### src/design/wtq_pkg.sv
// types and constants of the sorted wake-time queue
package wtq_pkg;

  // field widths of the request and response channels
  localparam int unsigned ACTION_W  = 3;
  localparam int unsigned FIELD_ID_W   = 16;
  localparam int unsigned FIELD_TIME_W = 32;
  localparam int unsigned STATUS_W  = 3;
  localparam int unsigned OCC_W     = 6;

  // action codes
  localparam logic [ACTION_W-1:0] ACT_SCHEDULE = 3'd0;
  localparam logic [ACTION_W-1:0] ACT_POP      = 3'd1;
  localparam logic [ACTION_W-1:0] ACT_REMOVE   = 3'd2;
  localparam logic [ACTION_W-1:0] ACT_REPLACE  = 3'd3;
  localparam logic [ACTION_W-1:0] ACT_TICK     = 3'd4;

  // status codes
  localparam logic [STATUS_W-1:0] ST_OK       = 3'd0;
  localparam logic [STATUS_W-1:0] ST_PAST     = 3'd1;
  localparam logic [STATUS_W-1:0] ST_DUP      = 3'd2;
  localparam logic [STATUS_W-1:0] ST_FULL     = 3'd3;
  localparam logic [STATUS_W-1:0] ST_NOTFOUND = 3'd4;
  localparam logic [STATUS_W-1:0] ST_NOTDUE   = 3'd5;

  // operation broadcast to every cell of the row
  typedef enum logic [1:0] {
    CELL_HOLD,
    CELL_INSERT,
    CELL_SHIFT,
    CELL_RENAME
  } cell_op_e;

  // per-cell control from the sequencer
  typedef struct packed {
    cell_op_e op;
    logic     valid;     // cell lies below the fill count
    logic     shift_en;  // take the right neighbour on a shift
    logic     left_le;   // left neighbour wakes at or before the new time
  } cell_ctl_t;

  // per-cell compare results
  typedef struct packed {
    logic id_hit;
    logic nid_hit;
    logic time_le;
  } cell_flags_t;

endpackage

### src/design/wtq_cell.sv
// one queue cell: holds an entry, compares it, hands it to a neighbour
module wtq_cell import wtq_pkg::*; #(
  parameter int unsigned ID_BITS   = 16,
  parameter int unsigned TIME_BITS = 32
) (
  input  logic                 clk_i,
  input  cell_ctl_t            ctl_i,
  input  logic [ID_BITS-1:0]   req_id_i,
  input  logic [ID_BITS-1:0]   req_nid_i,
  input  logic [TIME_BITS-1:0] req_time_i,
  input  logic [ID_BITS-1:0]   left_id_i,
  input  logic [TIME_BITS-1:0] left_time_i,
  input  logic [ID_BITS-1:0]   right_id_i,
  input  logic [TIME_BITS-1:0] right_time_i,
  output logic [ID_BITS-1:0]   id_o,
  output logic [TIME_BITS-1:0] time_o,
  output cell_flags_t          flags_o
);

  logic [ID_BITS-1:0]   id_q, id_d;
  logic [TIME_BITS-1:0] time_q, time_d;
  cell_flags_t          flags;

  // compare the held entry against the request
  always_comb begin
    flags.id_hit  = ctl_i.valid && (id_q == req_id_i);
    flags.nid_hit = ctl_i.valid && (id_q == req_nid_i);
    flags.time_le = ctl_i.valid && (time_q <= req_time_i);
  end

  // next entry: keep, take the new one, or take a neighbour's
  always_comb begin
    id_d   = id_q;
    time_d = time_q;
    unique case (ctl_i.op)
      CELL_HOLD: begin
      end
      CELL_INSERT: begin
        if (!flags.time_le) begin
          if (ctl_i.left_le) begin
            id_d   = req_id_i;
            time_d = req_time_i;
          end else begin
            id_d   = left_id_i;
            time_d = left_time_i;
          end
        end
      end
      CELL_SHIFT: begin
        if (ctl_i.shift_en) begin
          id_d   = right_id_i;
          time_d = right_time_i;
        end
      end
      CELL_RENAME: begin
        if (flags.id_hit) begin
          id_d = req_nid_i;
        end
      end
    endcase
  end

  // entry storage, no reset
  always_ff @(posedge clk_i) begin
    id_q   <= id_d;
    time_q <= time_d;
  end

  assign id_o    = id_q;
  assign time_o  = time_q;
  assign flags_o = flags;

endmodule

### config.mk
export PLATFORM = sky130hd
export DESIGN_NAME = wtq_cell
export DESIGN_NICKNAME = d
export VERILOG_FILES = /design/src/design/wtq_pkg.sv /design/src/design/wtq_cell.sv
export SDC_FILE = /design/constraint.sdc
export NUM_CORES = 1
export LEC_CHECK = 0
export BUFFER_PORTS_ARGS = -buffer_cell sky130_fd_sc_hd__buf_2
export CORE_UTILIZATION = 45
export DETAILED_ROUTE_END_ITERATION = 7
export GPL_TIMING_DRIVEN = 0
export PLACE_DENSITY = 0.82
export SYNTH_ARGS = -nofsm -noshare
export SYNTH_HDL_FRONTEND = slang
export SYNTH_SLANG_ARGS = --single-unit
### constraint.sdc
create_clock -name clk_i -period 4.88 [get_ports clk_i]
set_clock_uncertainty 0.2 [all_clocks]
set_input_delay 0.244 -clock clk_i [delete_from_list [all_inputs] [get_ports clk_i]]
set_output_delay 0.244 -clock clk_i [all_outputs]
set_load 0.03 [all_outputs]
==> impl_metrics.ini <==
[routing]
wl_per_cell_um = 15.9
drtIter0Drc = 159
dr_total_vias = 3810
firstDrtPassIters = 4
wl_um = 11500
drc_errors = 0
antenna_left = 0
vias_per_cell = 5.26

[sta]
setup_viol = 0
timing.fmax_mhz = 327
final.min_clock_period_ns = 3.05
final-hold-violation-count = 0
drv_slew = 0
tightest_slew_ns = 0.837
rsz0062_at_grt = no
relSlewSlack = 0.442
period_share = 0.626
tns_ns = 0

[worst_setup_path]
crit_path_end_kind = flop
worstPathCellList = ha_1 > nand4_1 > nor4_2 > nand2_1 > o21ai_1 > a22oi_2 > o22ai_2
critical_path_class = reg -> reg
slowest_stage = o22ai_2
cp.required_ns = 4.61
worstSetupStartpointType = flop
critPathMaxStageDelay_ns = 0.72
crit_path_max_fanout = 16
crit_arrival_ns = 2.79

[placed_design]
routabilityCongestion = 0.872
portBuffers = 214
dpl.hpwl_um = 9520

[synthesis]
synth_compound_area_frac = 0.143
synth_xor_area_frac = 0.0735
synth_seq_area_share = 0.378
avgSynthCellArea_sq_um = 9.61
synth_seq_cells = 48
postSynthNetCount = 595
synthMuxAreaShare = 0.126
syn_inst = 397
synth_top_family_by_area = compound AO/OA/AOI/OAI gates
ys_types = 30
syn-cell-area_sq_um = 3810
synth-simple-area-share = 0.119
synthAdderAreaFrac = 0.105
synth_warnings = 0

[floorplan]
coreArea_sq_um = 8220
num_rows = 33
initial_utilization = 0.464
io_pins = 217
fp.dieH_um = 94.1
die_area_sq_um = 8850
die_w_um = 94.1

[global_route]
grt_first_pass_wirelength_um = 17300
grt_antenna_before_repair = 0
overflow = 0
grt_pass1_vias = 3650
grtUsageTotal = 0.254
grt_max_degree = 21

[cells_and_area]
antennaDiodeCount = 0
final_layout_size_suffix_gt1_frac = 0.385
postLayoutCoreUtil = 0.629
syn2layout_area_growth_pct = 35.5
final_nets = 817

[pwr]
power_mw = 1.21
max-vdd-ir-drop_mv = 0.125
power_density_nw_per_um2 = 235
p_leak_nw = 2.49

[clock_network]
cts-root-buf = clkbuf_8
cts_resized = 0
cts_buffers = 5
clock_path_buffers = 2
htreeDepth = 2
clk_latency_ns = 0.30
holdBufCountCts = 0
postCtsSetupRepairBufs = 0
cts_tree = yes
clk_pin_slew_worst_paths_ns = 0.10
cts_sinks = 48

[status]
outcome = complete, no violations

[run]
cap_violations = 0

[min_path]
hp-class = in -> reg
synth_stat cells:
library cell / instances / area share
a221o_1: 1 / 0.0026
nand4_1: 12 / 0.020
a21oi_1: 30 / 0.039
nor2b_1: 18 / 0.030
a21o_1: 1 / 0.0020
nor4_2: 2 / 0.0066
xor2_1: 8 / 0.018
mux2i_1: 48 / 0.13
clkbuf_1: 8 / 0.0079
o21ai_0: 36 / 0.047
a211oi_1: 16 / 0.031
a211o_1: 1 / 0.0023
a2111o_1: 1 / 0.0030
ha_1: 32 / 0.10
a22oi_1: 1 / 0.0020
nand3_1: 5 / 0.0066
buf_2: 10 / 0.013
a22oi_2: 1 / 0.0033
a21oi_2: 1 / 0.0023
buf_1: 1 / 0.00098
nor2_1: 4 / 0.0039
nand2_1: 45 / 0.044
xnor2_1: 24 / 0.055
nor4_1: 4 / 0.0066
o21ai_1: 2 / 0.0026
inv_1: 34 / 0.033
edfxtp_1: 48 / 0.38
nand2b_1: 1 / 0.0016
o211ai_1: 1 / 0.0020
o22ai_2: 1 / 0.0033
worst max-delay path, delay by kind of cell (launching register included):
family                     cells  cell delay (ns)
adders and majority gates      1             0.34
and+or+nand+nor                3             0.73
AOI/OAI and AO/OA              3             1.02
DFF                            1             0.40
logic make-up after synthesis:
family,count (synthesis)
xor+xnor,32
buf+inv,53
fa+ha+maj,32
flops,48
mux,48
simple gates,91
compound gates,93
layout make-up:
type / count / area, sq um
Timing Repair Buffer: 215 / 1100
Clock buffer: 5 / 68.8
Multi-Input combinational cell: 296 / 2170
Clock inverter: 3 / 42.5
Tap cell: 105 / 131
Buffer: 19 / 83.8
Inverter: 34 / 128
Sequential cell: 48 / 1440
Fill cell: 708 / 3050
power breakdown:
group / internal, mW / leakage [nW] / switching, mW
Clock: 0.152 / 0.0541 / 0.144
Combinational: 0.164 / 1.99 / 0.232
Sequential: 0.499 / 0.452 / 0.0227
Total: 0.815 / 2.49 / 0.399
sequential cells by signal, indices dropped and copies added, names as in the netlist:
| signal | flops |
|---|---|
| time_o | 32 |
| id_o | 16 |
metrics by stage:
| stage | hold slack, ns | area (sq um) | setup WS (ns) | instances |
|---|---|---|---|---|
| global route | 0.0112 | 5170 | 1.63 | 725 |
| detailed placement | 0.322 | 5050 | 1.83 | 717 |
| finish | 0.0144 | 5170 | 1.83 | 725 |
| global placement | 0.314 | 5020 | 0.310 | 716 |
| floorplan | 0.231 | 3810 | 0.936 | 397 |
| CTS | 0.00695 | 5170 | 1.81 | 725 |
per-layer routing:
layer,GRT usage,wire (um),up-vias,share of wire
met5,0,0,-,0
met4,0.0679,222,0,0.019
met3,0.0534,825,20,0.072
met2,0.465,5810,173,0.50
met1,0.299,4650,1741,0.40
li1,-,-,1876,-
layout by cell type (no fill, tap or decap), types with 8 or more instances in the layout:
master,instances
buf_2,224
xor2_1,8
xnor2_1,24
nand2_1,45
edfxtp_1,48
inv_1,34
clkbuf_1,8
ha_1,32
mux2i_1,48
nor2b_1,18
a21oi_1,30
o21ai_0,36
a211oi_1,16
nand4_1,12
final timing paths:
path | startpoint | cells past startpoint | endpoint | slack [ns]
worst max register to register | time_o[30] | 7 | id_o[5] | 1.83
worst max-delay path | time_o[30] | 7 | id_o[5] | 1.83
worst min register to register | id_o[11] | 5 | id_o[9] | 1.18
worst min-delay path | right_time_i[19] | 3 | time_o[19] | 0.01
(Power assumes the default switching activity.)
